$ cat src/rtl/core/lbs_pkg.sv
// Shared types, widths and codes for the label volume and bounding box statistics block.
`timescale 1ns / 1ps

package lbs_pkg;

  localparam int LABEL_W    = 8;
  localparam int POS_W      = 10;
  localparam int COUNT_W    = 30;
  localparam int SPACING_W  = 24;
  localparam int VVOL_W     = 40;
  localparam int VOLUME_W   = 48;
  localparam int EXTENT_W   = 34;
  localparam int STATUS_W   = 2;
  localparam int NUM_LABELS = 256;
  localparam int BOX_W      = 6 * POS_W;
  localparam int SPAN_W     = POS_W + 1;
  localparam int VV_HALF_W  = VVOL_W / 2;
  localparam int PPROD_W    = COUNT_W + VV_HALF_W;
  localparam int FULLPROD_W = COUNT_W + VVOL_W;
  localparam int EXTPROD_W  = SPAN_W + SPACING_W;

  localparam int CFG_IDX_W  = 2;
  localparam int CFG_DATA_W = VVOL_W;

  localparam int S_TDATA_W  = 40;
  localparam int M_TDATA_W  = 192;

  localparam logic [LABEL_W-1:0] BG_LABEL = '0;
  localparam logic [COUNT_W-1:0] COUNT_MAX = {COUNT_W{1'b1}};

  typedef enum logic [CFG_IDX_W-1:0] {
    CFG_SPACING_X = 2'd0,
    CFG_SPACING_Y = 2'd1,
    CFG_SPACING_Z = 2'd2,
    CFG_VOXEL_VOL = 2'd3
  } cfg_idx_t;

  typedef enum logic [STATUS_W-1:0] {
    STAT_OK          = 2'd0,
    STAT_LABEL_ZERO  = 2'd1,
    STAT_BAD_SPACING = 2'd2,
    STAT_NOT_FOUND   = 2'd3
  } status_t;

  typedef struct packed {
    logic load_item;
    logic read_mem;
    logic update;
    logic mul_lo;
    logic mul_hi;
    logic load_out;
  } cmd_t;

  typedef struct packed {
    logic is_report;
    logic out_free;
  } sts_t;

endpackage

$ cat src/rtl/core/lbs_ctrl.sv
// Sequencing state machine for the label statistics block.
`timescale 1ns / 1ps

module lbs_ctrl
  import lbs_pkg::*;
(
  input  logic clk,
  input  logic rst,
  input  logic s_tvalid,
  output logic s_tready,
  input  sts_t sts,
  output cmd_t cmd
);

  typedef enum logic [5:0] {
    ST_IDLE   = 6'b000001,
    ST_READ   = 6'b000010,
    ST_UPDATE = 6'b000100,
    ST_MUL_LO = 6'b001000,
    ST_MUL_HI = 6'b010000,
    ST_RESULT = 6'b100000
  } state_t;

  state_t state;
  state_t state_next;

  always_ff @(posedge clk) begin
    if (rst) begin
      state <= ST_IDLE;
    end else begin
      state <= state_next;
    end
  end

  always_comb begin
    state_next = state;
    cmd        = '0;
    s_tready   = 1'b0;
    unique case (state)
      ST_IDLE: begin
        s_tready = 1'b1;
        if (s_tvalid) begin
          cmd.load_item = 1'b1;
          state_next    = ST_READ;
        end
      end
      ST_READ: begin
        cmd.read_mem = 1'b1;
        state_next   = sts.is_report ? ST_MUL_LO : ST_UPDATE;
      end
      ST_UPDATE: begin
        cmd.update = 1'b1;
        state_next = ST_IDLE;
      end
      ST_MUL_LO: begin
        cmd.mul_lo = 1'b1;
        state_next = ST_MUL_HI;
      end
      ST_MUL_HI: begin
        cmd.mul_hi = 1'b1;
        state_next = ST_RESULT;
      end
      ST_RESULT: begin
        if (sts.out_free) begin
          cmd.load_out = 1'b1;
          state_next   = ST_IDLE;
        end
      end
      default: begin
        state_next = ST_IDLE;
      end
    endcase
  end

  a_update_after_read: assert property (@(posedge clk) disable iff (rst)
    (state == ST_UPDATE) |-> ($past(state) == ST_READ))
    else $error("table update without a preceding read");

  a_result_waits: assert property (@(posedge clk) disable iff (rst)
    (state == ST_RESULT && !sts.out_free) |=> (state == ST_RESULT))
    else $error("result left before the output register was free");

endmodule

$ cat config.mk
export PLATFORM = sky130hd
export DESIGN_NAME = lbs_ctrl
export DESIGN_NICKNAME = d
export VERILOG_FILES = /design/src/rtl/core/lbs_pkg.sv /design/src/rtl/core/lbs_ctrl.sv
export SDC_FILE = /design/constraint.sdc
export NUM_CORES = 1
export LEC_CHECK = 0
export BUFFER_PORTS_ARGS = -buffer_cell sky130_fd_sc_hd__buf_2
export CAP_MARGIN = 20
export CELL_PAD_IN_SITES_DETAIL_PLACEMENT = 0
export CELL_PAD_IN_SITES_GLOBAL_PLACEMENT = 1
export CORE_AREA = 2 2 39 41
export CTS_CLUSTER_SIZE = 40
export DETAILED_ROUTE_END_ITERATION = 10
export DIE_AREA = 0 0 41 43
export GPL_ROUTABILITY_DRIVEN = 0
export GPL_TIMING_DRIVEN = 0
export PLACE_DENSITY_LB_ADDON = 0.25
export SYNTH_ARGS = -nofsm -noshare
export SYNTH_HDL_FRONTEND = slang
export SYNTH_SLANG_ARGS = --single-unit
export TNS_END_PERCENT = 20
$ cat constraint.sdc
create_clock -name clk -period 1.6 [get_ports clk]
set_clock_uncertainty 0.05 [all_clocks]
set_input_delay 0.32 -clock clk [delete_from_list [all_inputs] [get_ports clk]]
set_output_delay 0.32 -clock clk [all_outputs]
set_load 0.05 [all_outputs]
==> results of run 1 <==
-- placed cells by master, fill, tap and decap left out --
master,count
sky130_fd_sc_hd__dfxtp_2,2
sky130_fd_sc_hd__and4b_1,1
sky130_fd_sc_hd__nor3_2,1
sky130_fd_sc_hd__nor2_2,1
sky130_fd_sc_hd__o21ai_0,2
sky130_fd_sc_hd__nor4b_2,1
sky130_fd_sc_hd__nor4_4,1
sky130_fd_sc_hd__o211ai_1,1
sky130_fd_sc_hd__buf_4,5
sky130_fd_sc_hd__nor2b_1,1
sky130_fd_sc_hd__dfxtp_4,4
sky130_fd_sc_hd__buf_2,6
sky130_fd_sc_hd__buf_6,4
sky130_fd_sc_hd__nor3b_1,1
sky130_fd_sc_hd__xor2_1,1
sky130_fd_sc_hd__and2_1,1
sky130_fd_sc_hd__a221o_1,1
sky130_fd_sc_hd__buf_8,1
sky130_fd_sc_hd__or4b_4,2
sky130_fd_sc_hd__nor2_1,1
sky130_fd_sc_hd__nor3_1,1
sky130_fd_sc_hd__and2b_1,1
sky130_fd_sc_hd__nor3_4,1
sky130_fd_sc_hd__nor4_2,1
sky130_fd_sc_hd__or4_4,1
sky130_fd_sc_hd__nand2b_1,1
sky130_fd_sc_hd__clkbuf_4,3
sky130_fd_sc_hd__nor3b_4,1
sky130_fd_sc_hd__nor4_1,2
sky130_fd_sc_hd__inv_1,1
-- worst max-delay path, cell delays in order (launching register included) --
cell	delay [ns]
sky130_fd_sc_hd__dfxtp_4	0.36
sky130_fd_sc_hd__or4_4	0.57
sky130_fd_sc_hd__nor3b_4	0.19
sky130_fd_sc_hd__buf_6	0.18
-- cells by family after synthesis --
group / after synthesis
xor gates and xnor gates: 1
buffers and inverters: 2
DFF: 6
AOI/OAI and AO/OA: 4
and+or+nand+nor: 20
-- layer usage --
layer	part of all wire (%)	vias up	GRT usage, %
li1	-	164	-
met1	43	151	14.0
met2	48	10	18.4
met3	8.7	0	9.42
met4	0	0	2.00
met5	0	-	0
-- stage by stage --
stage | hold slack (ns) | total power, mW | setup WS (ns)
floorplan | 0.341 | 0.270 | -0.260
global placement | 0.448 | 0.293 | -0.276
detailed placement | 0.454 | 0.295 | -0.292
CTS | 0.191 | 0.464 | -0.394
global route | 0.201 | 0.495 | -0.376
finish | 0.194 | 0.466 | -0.334
-- synthesized netlist by cell type (2+ instances only) --
master and instances:
sky130_fd_sc_hd__dfxtp_1 6, sky130_fd_sc_hd__nor2_1 2, sky130_fd_sc_hd__nor3_1 2, sky130_fd_sc_hd__nor3b_1 2, sky130_fd_sc_hd__nor4_1 3, sky130_fd_sc_hd__o21ai_0 2
-- layout make-up --
cell class	count	area share, %
multi-input cells	25	43.5
flip-flops and latches	6	24.9
repair buffers	15	21.8
clock buffers	3	4.08
well taps	16	3.63
plain buffers	1	1.36
inverters	1	0.680
-- what timing repair did --
item / CTS / global route
setup endpoints to repair: 7 / 8
gates resized for setup: 21 / 3
setup buffers: 2 / 2
hold buffers: 0 / 0
pin swaps: 2 / 3
-- worst max-delay path by stage --
stage               startpoint  cells after the start      to  slack (ns)
finish                state[0]                      3  cmd[3]       -0.33
global route          state[2]                      3  cmd[5]       -0.38
detailed placement    state[3]                      4  cmd[2]       -0.29
floorplan             state[3]                      2  cmd[3]       -0.26
global placement      state[3]                      4  cmd[2]       -0.28
CTS                   state[2]                      3  cmd[5]       -0.39
-- power by group through the flow --
stage / Sequential (mW) / Combinational (mW) / Clock, mW
after floorplan: 0.171 / 0.0990 / 0
final: 0.170 / 0.154 / 0.142
after detailed placement: 0.174 / 0.121 / 0
after global routing: 0.172 / 0.165 / 0.159
after CTS: 0.169 / 0.148 / 0.148
after global placement: 0.174 / 0.119 / 0
==> results.py, run 1 <==
metrics = {
    "cts": {
        "clk_path_buf_depth": 2,
        "cts_root_cell": "sky130_fd_sc_hd__clkbuf_4",
        "clk_pin_slew_worst_paths_ns": 0.05,
        "clk_latency_ns": 0.25,
        "cts_htree_levels": 1,
        "cts_buffers": 3,
        "numClockSinks": 6,
        "cts_tree": "yes",
    },
    "status": {
        "violations": "setup timing",
        "run_status": "complete, but fails checks",
    },
    "synth": {
        "synthesis.instances": 33,
        "post_synth_top_area_cell": "sky130_fd_sc_hd__dfxtp_1",
        "ys_types": 22,
        "ys_dominant_reg_cell": "sky130_fd_sc_hd__dfxtp_1",
        "synthAdderAreaFrac_pct": 0,
        "post_synth_instance_area_sq_um": 343,
        "largest_family_of_logic_cells_by_synthesized_area": "simple AND/OR/NAND/NOR gates",
        "post_synth_xor_area_fraction_pct": 2.55,
        "synthesis.nets": 38,
        "fraction_of_registers_with_async_set_or_reset_after_synthesis_pct": 0,
        "synth-simple-area-share_pct": 51.1,
        "yosys_register_bits": 6,
        "syn-mean-instance-area_sq_um": 10.4,
        "netlist.area_leader.share_pct": 35.0,
        "yosys-mux-area-fraction_pct": 0,
        "synth_edf_count": 0,
        "synth_warnings": 0,
        "synth.area.top_cells": "sky130_fd_sc_hd__dfxtp_1, sky130_fd_sc_hd__nor4_4, sky130_fd_sc_hd__nor4_1, sky130_fd_sc_hd__nor3_4, sky130_fd_sc_hd__nor3b_1",
        "synth-compound-area-share_pct": 8.03,
        "synth_seq_area_share_pct": 35.0,
    },
    "die": {
        "chipWidth_microns": 41,
        "chipHeight_microns": 43,
        "design.portCount": 12,
        "placeable_area_sq_um": 1380,
        "placement_rows": 14,
        "floorplan.initialDensity_pct": 24.8,
        "die-area_sq_um": 1760,
    },
    "worst_setup_path": {
        "r2r_start": "state[0]",
        "path_class": "reg2out",
        "worstReg2RegEnd": "state[3]",
        "cp.required_ns": 1.23,
        "cp.arrival_ns": 1.56,
        "reg2reg_slack_ns": 0.12,
        "critical_path.startpoint_type": "flop",
        "critical_path_peak_fanout": 7,
        "timing.reg2reg.worst_path_depth": 3,
        "worst_setup_path_end_kind": "output pin",
    },
    "grt": {
        "global_route.usage.total_pct": 12.4,
        "grt_pass1_vias": 333,
        "grt_pass1_wl_microns": 1440,
        "grt_start_max_net_pins": 9,
        "grt_overflow": 0,
        "grt_antenna_before_repair": 0,
    },
    "placed_design": {
        "detailed_place.area_sq_um": 432,
        "place.detailed.instances": 60,
        "io_buffer_count": 11,
    },
    "final_layout": {
        "n_antenna_cell": 0,
        "post_route_cells_drive_above_1_share_pct": 68.6,
        "final_net_count": 58,
        "post_layout_instance_area_sq_um": 552,
        "largest_register_ffs": 6,
        "final_cell_count_no_fill": 67,
        "fillerInstances": 142,
        "multi_input_area_sq_um": 240,
        "area_growth_syn_to_layout_pct": 60.9,
        "max_flop_register": "state",
        "final_core_utilization_pct": 39.9,
        "seqCellArea_sq_um": 138,
        "top_regs": "state: 6 flops",
    },
    "routing": {
        "drt-wirelength-per-cell_microns": 11.8,
        "drtIter0Drc": 5,
        "drc_violation_count_after_routing": 0,
        "vias_after_detailed_routing": 325,
        "routed_wirelength_microns": 791,
        "drt_pre_antenna_iters": 4,
        "routed_via_density": 4.85,
        "drt.antenna.violating_nets": 0,
    },
    "sta": {
        "min_period_over_period_pct": 121,
        "finalHoldViolCount": 0,
        "report.final.slew_viol_count": 0,
        "worstMarginPinSlew_ns": 0.306,
        "timing.slew.headroom_pct": 79.4,
        "fmax_mhz": 517,
        "final_critical_path_setup_slack_ns": -0.334,
        "timing.final.crit_period_ns": 1.93,
        "rsz0062_at_grt": "true",
        "tns_setup_ns": -1.81,
        "setup-violations-final": 7,
    },
    "pwr": {
        "p_int_uw": 312,
        "power_frac_clock_pct": 30.4,
        "switching_share_pct": 33.0,
        "seq_power_share_pct": 36.6,
        "power-per-cell-area_nw_per_um2": 845,
        "ir_drop_mv": 0.431,
        "combinationalPowerShare_pct": 33.0,
        "leakagePower_nw": 0.224,
        "power.net_switching_uw": 154,
    },
    "worst_hold_path": {
        "hold_path_class": "in2reg",
        "worst_hold_path.endpoint": "state[2]",
        "worst_hold_path.num_cells": 2,
        "worst_hold_startpoint": "sts[1]",
    },
    "job": {
        "timing.max_cap.violations": 0,
    },
}
Note: power is estimated with default switching activity, not from simulation.
==> run 2, diff against run 1 <==
--- a/config.mk
+++ b/config.mk
@@ -6,7 +6,6 @@
 export NUM_CORES = 1
 export LEC_CHECK = 0
 export BUFFER_PORTS_ARGS = -buffer_cell sky130_fd_sc_hd__buf_2
-export CAP_MARGIN = 20
 export CELL_PAD_IN_SITES_DETAIL_PLACEMENT = 0
 export CELL_PAD_IN_SITES_GLOBAL_PLACEMENT = 1
 export CORE_AREA = 2 2 39 41
@@ -15,7 +14,7 @@
 export DIE_AREA = 0 0 41 43
 export GPL_ROUTABILITY_DRIVEN = 0
 export GPL_TIMING_DRIVEN = 0
-export PLACE_DENSITY_LB_ADDON = 0.25
+export PLACE_DENSITY = 0.69
 export SYNTH_ARGS = -nofsm -noshare
 export SYNTH_HDL_FRONTEND = slang
 export SYNTH_SLANG_ARGS = --single-unit
==> results.py, run 2 (same netlist as run 1, synthesis figures left out) <==
metrics = {
    "status": {
        "run_status": "complete, but fails checks",
        "violations": "setup timing",
    },
    "cts": {
        "cts_htree_levels": 1,
        "clk_pin_slew_worst_paths_ns": 0.05,
        "clk_path_buf_depth": 2,
        "cts_root_cell": "sky130_fd_sc_hd__clkbuf_4",
        "cts_buffers": 3,
        "numClockSinks": 6,
        "post_cts.repair.setup_buffers": 0,
        "clk_latency_ns": 0.25,
        "cts_tree": "yes",
    },
    "worst_setup_path": {
        "cp.arrival_ns": 1.60,
        "critical_path_buf_inv_count": 1,
        "path_class": "reg2out",
        "worstReg2RegEnd": "state[1]",
        "worst_setup_path_end_kind": "output pin",
        "crit_path_cell_trace": "or4b_4, nor4_4, buf_6",
        "crit_path_max_incr_delay_ns": 0.58,
        "critical_path_peak_fanout": 8,
        "worst_path_top_cell_family_by_delay": "simple AND/OR/NAND/NOR gates",
        "critical_path.slowest_cell": "sky130_fd_sc_hd__or4b_4",
        "critical_path.startpoint_type": "flop",
        "r2r_start": "state[5]",
        "reg2reg_slack_ns": 0.18,
        "timing.reg2reg.worst_path_depth": 3,
        "cp.required_ns": 1.23,
    },
    "placed_design": {
        "io_buffer_count": 11,
        "dp.final_hpwl_microns": 527,
    },
    "die": {
        "die-area_sq_um": 1760,
        "chipWidth_microns": 41,
        "placement_rows": 14,
        "floorplan.initialDensity_pct": 24.8,
        "placeable_area_sq_um": 1380,
        "chipHeight_microns": 43,
        "design.portCount": 12,
    },
    "routing": {
        "routed_via_density": 4.90,
        "vias_after_detailed_routing": 309,
        "drt.antenna.violating_nets": 0,
        "drt_pre_antenna_iters": 2,
        "drc_violation_count_after_routing": 0,
        "drt-wirelength-per-cell_microns": 11.5,
        "drtIter0Drc": 2,
        "routed_wirelength_microns": 725,
    },
    "sta": {
        "min_period_over_period_pct": 123,
        "rsz0062_at_grt": "true",
        "timing.final.crit_period_ns": 1.97,
        "finalHoldViolCount": 0,
        "timing.slew.headroom_pct": 81.6,
        "hold_slack_ns": 0.193,
        "setup-violations-final": 7,
        "report.final.slew_viol_count": 0,
        "worstMarginPinSlew_ns": 0.273,
        "final_critical_path_setup_slack_ns": -0.375,
        "fmax_mhz": 506,
    },
    "pwr": {
        "total_power_uw": 454,
        "power_frac_clock_pct": 31.8,
        "p_int_uw": 300,
        "switching_share_pct": 33.8,
        "leakagePower_nw": 0.198,
        "seq_power_share_pct": 37.8,
        "power-per-cell-area_nw_per_um2": 885,
        "combinationalPowerShare_pct": 30.4,
        "power.net_switching_uw": 154,
        "ir_drop_mv": 0.370,
    },
    "final_layout": {
        "area_growth_syn_to_layout_pct": 49.6,
        "largest_register_ffs": 6,
        "n_antenna_cell": 0,
        "layout.cells.most_common_list": "sky130_fd_sc_hd__buf_6, sky130_fd_sc_hd__buf_2, sky130_fd_sc_hd__buf_4, sky130_fd_sc_hd__clkbuf_4, sky130_fd_sc_hd__dfxtp_2",
        "top_regs": "state: 6 flops",
        "final_net_count": 54,
        "max_flop_register": "state",
        "most_common_cell_after_layout_fill_and_taps_aside": "sky130_fd_sc_hd__buf_6",
        "post_route_cells_drive_above_1_share_pct": 61.7,
    },
    "grt": {
        "grt_pass1_vias": 250,
        "gr-max-usage-layer": "met1",
        "grtUsageMet2_pct": 12.2,
        "grt_start_max_net_pins": 9,
        "global_route.usage.total_pct": 10.6,
        "global_routing_usage_on_met1_pct": 13.6,
        "grt_antenna_before_repair": 0,
        "grt_overflow": 0,
        "grt_pass1_wl_microns": 1170,
        "grtUsageMet3_pct": 9.42,
    },
    "worst_hold_path": {
        "worst_hold_startpoint": "sts[1]",
        "hold_path_class": "in2reg",
        "worst_hold_path.endpoint": "state[2]",
        "worst_hold_path.num_cells": 2,
    },
    "job": {
        "timing.max_cap.violations": 0,
    },
}
[run 2: layer usage]
| layer | vias to the layer above | wire [microns] |
|---|---|---|
| li1 | 158 | - |
| met1 | 138 | 339 |
| met2 | 11 | 319 |
| met3 | 2 | 58 |
| met4 | 0 | 8 |
| met5 | - | 0 |
[run 2: power groups by stage]
stage	registers, mW	logic [mW]	clock network, mW
6_report	0.172	0.138	0.145
5_1_grt	0.173	0.147	0.164
4_1_cts	0.172	0.139	0.148
3_5_place_dp	0.174	0.122	0
3_3_place_gp	0.174	0.121	0
2_1_floorplan	0.171	0.0990	0
[run 2: cell type report]
type | count | area, sq um
Clock buffer | 3 | 22.5
Sequential cell | 6 | 131
Multi-Input combinational cell | 25 | 236
Timing Repair Buffer | 11 | 91.3
Tap cell | 16 | 20.0
Fill cell | 141 | 871
Buffer | 1 | 7.51
Inverter | 1 | 3.75
[run 2: how the worst max path moves through the flow]
stage | slack [ns] | start | cells past startpoint | end
finish | -0.37 | state[5] | 3 | cmd[5]
global route | -0.43 | state[5] | 3 | cmd[5]
CTS | -0.37 | state[4] | 4 | cmd[2]
detailed placement | -0.27 | state[3] | 4 | cmd[2]
global placement | -0.28 | state[3] | 4 | cmd[2]
floorplan | -0.26 | state[3] | 2 | cmd[3]
[run 2: per-stage QoR]
stage               TNS, ns  instances  utilization (%)  setup slack, ns  area, sq um
finish                -1.85         63             37.1           -0.375          513
global placement      -1.12         60             31.2           -0.278          432
detailed placement    -1.15         60             31.2           -0.271          432
global route          -2.45         63             37.1           -0.430          513
CTS                   -1.92         63             36.5           -0.372          505
floorplan             -1.26         33                -           -0.260          357
[run 2: repair_timing]
| item | in CTS | in global routing |
|---|---|---|
| pin swaps | 2 | 0 |
| hold buffers | 0 | 0 |
| resized for setup | 19 | 2 |
| endpoints found under the setup margin | 7 | 7 |
[run 2: worst reg2reg max path: cells and delay by family (launching register included)]
kind / cells / cell delay (ns)
AND/OR/NAND/NOR: 3 / 0.94
flip-flops: 1 / 0.37
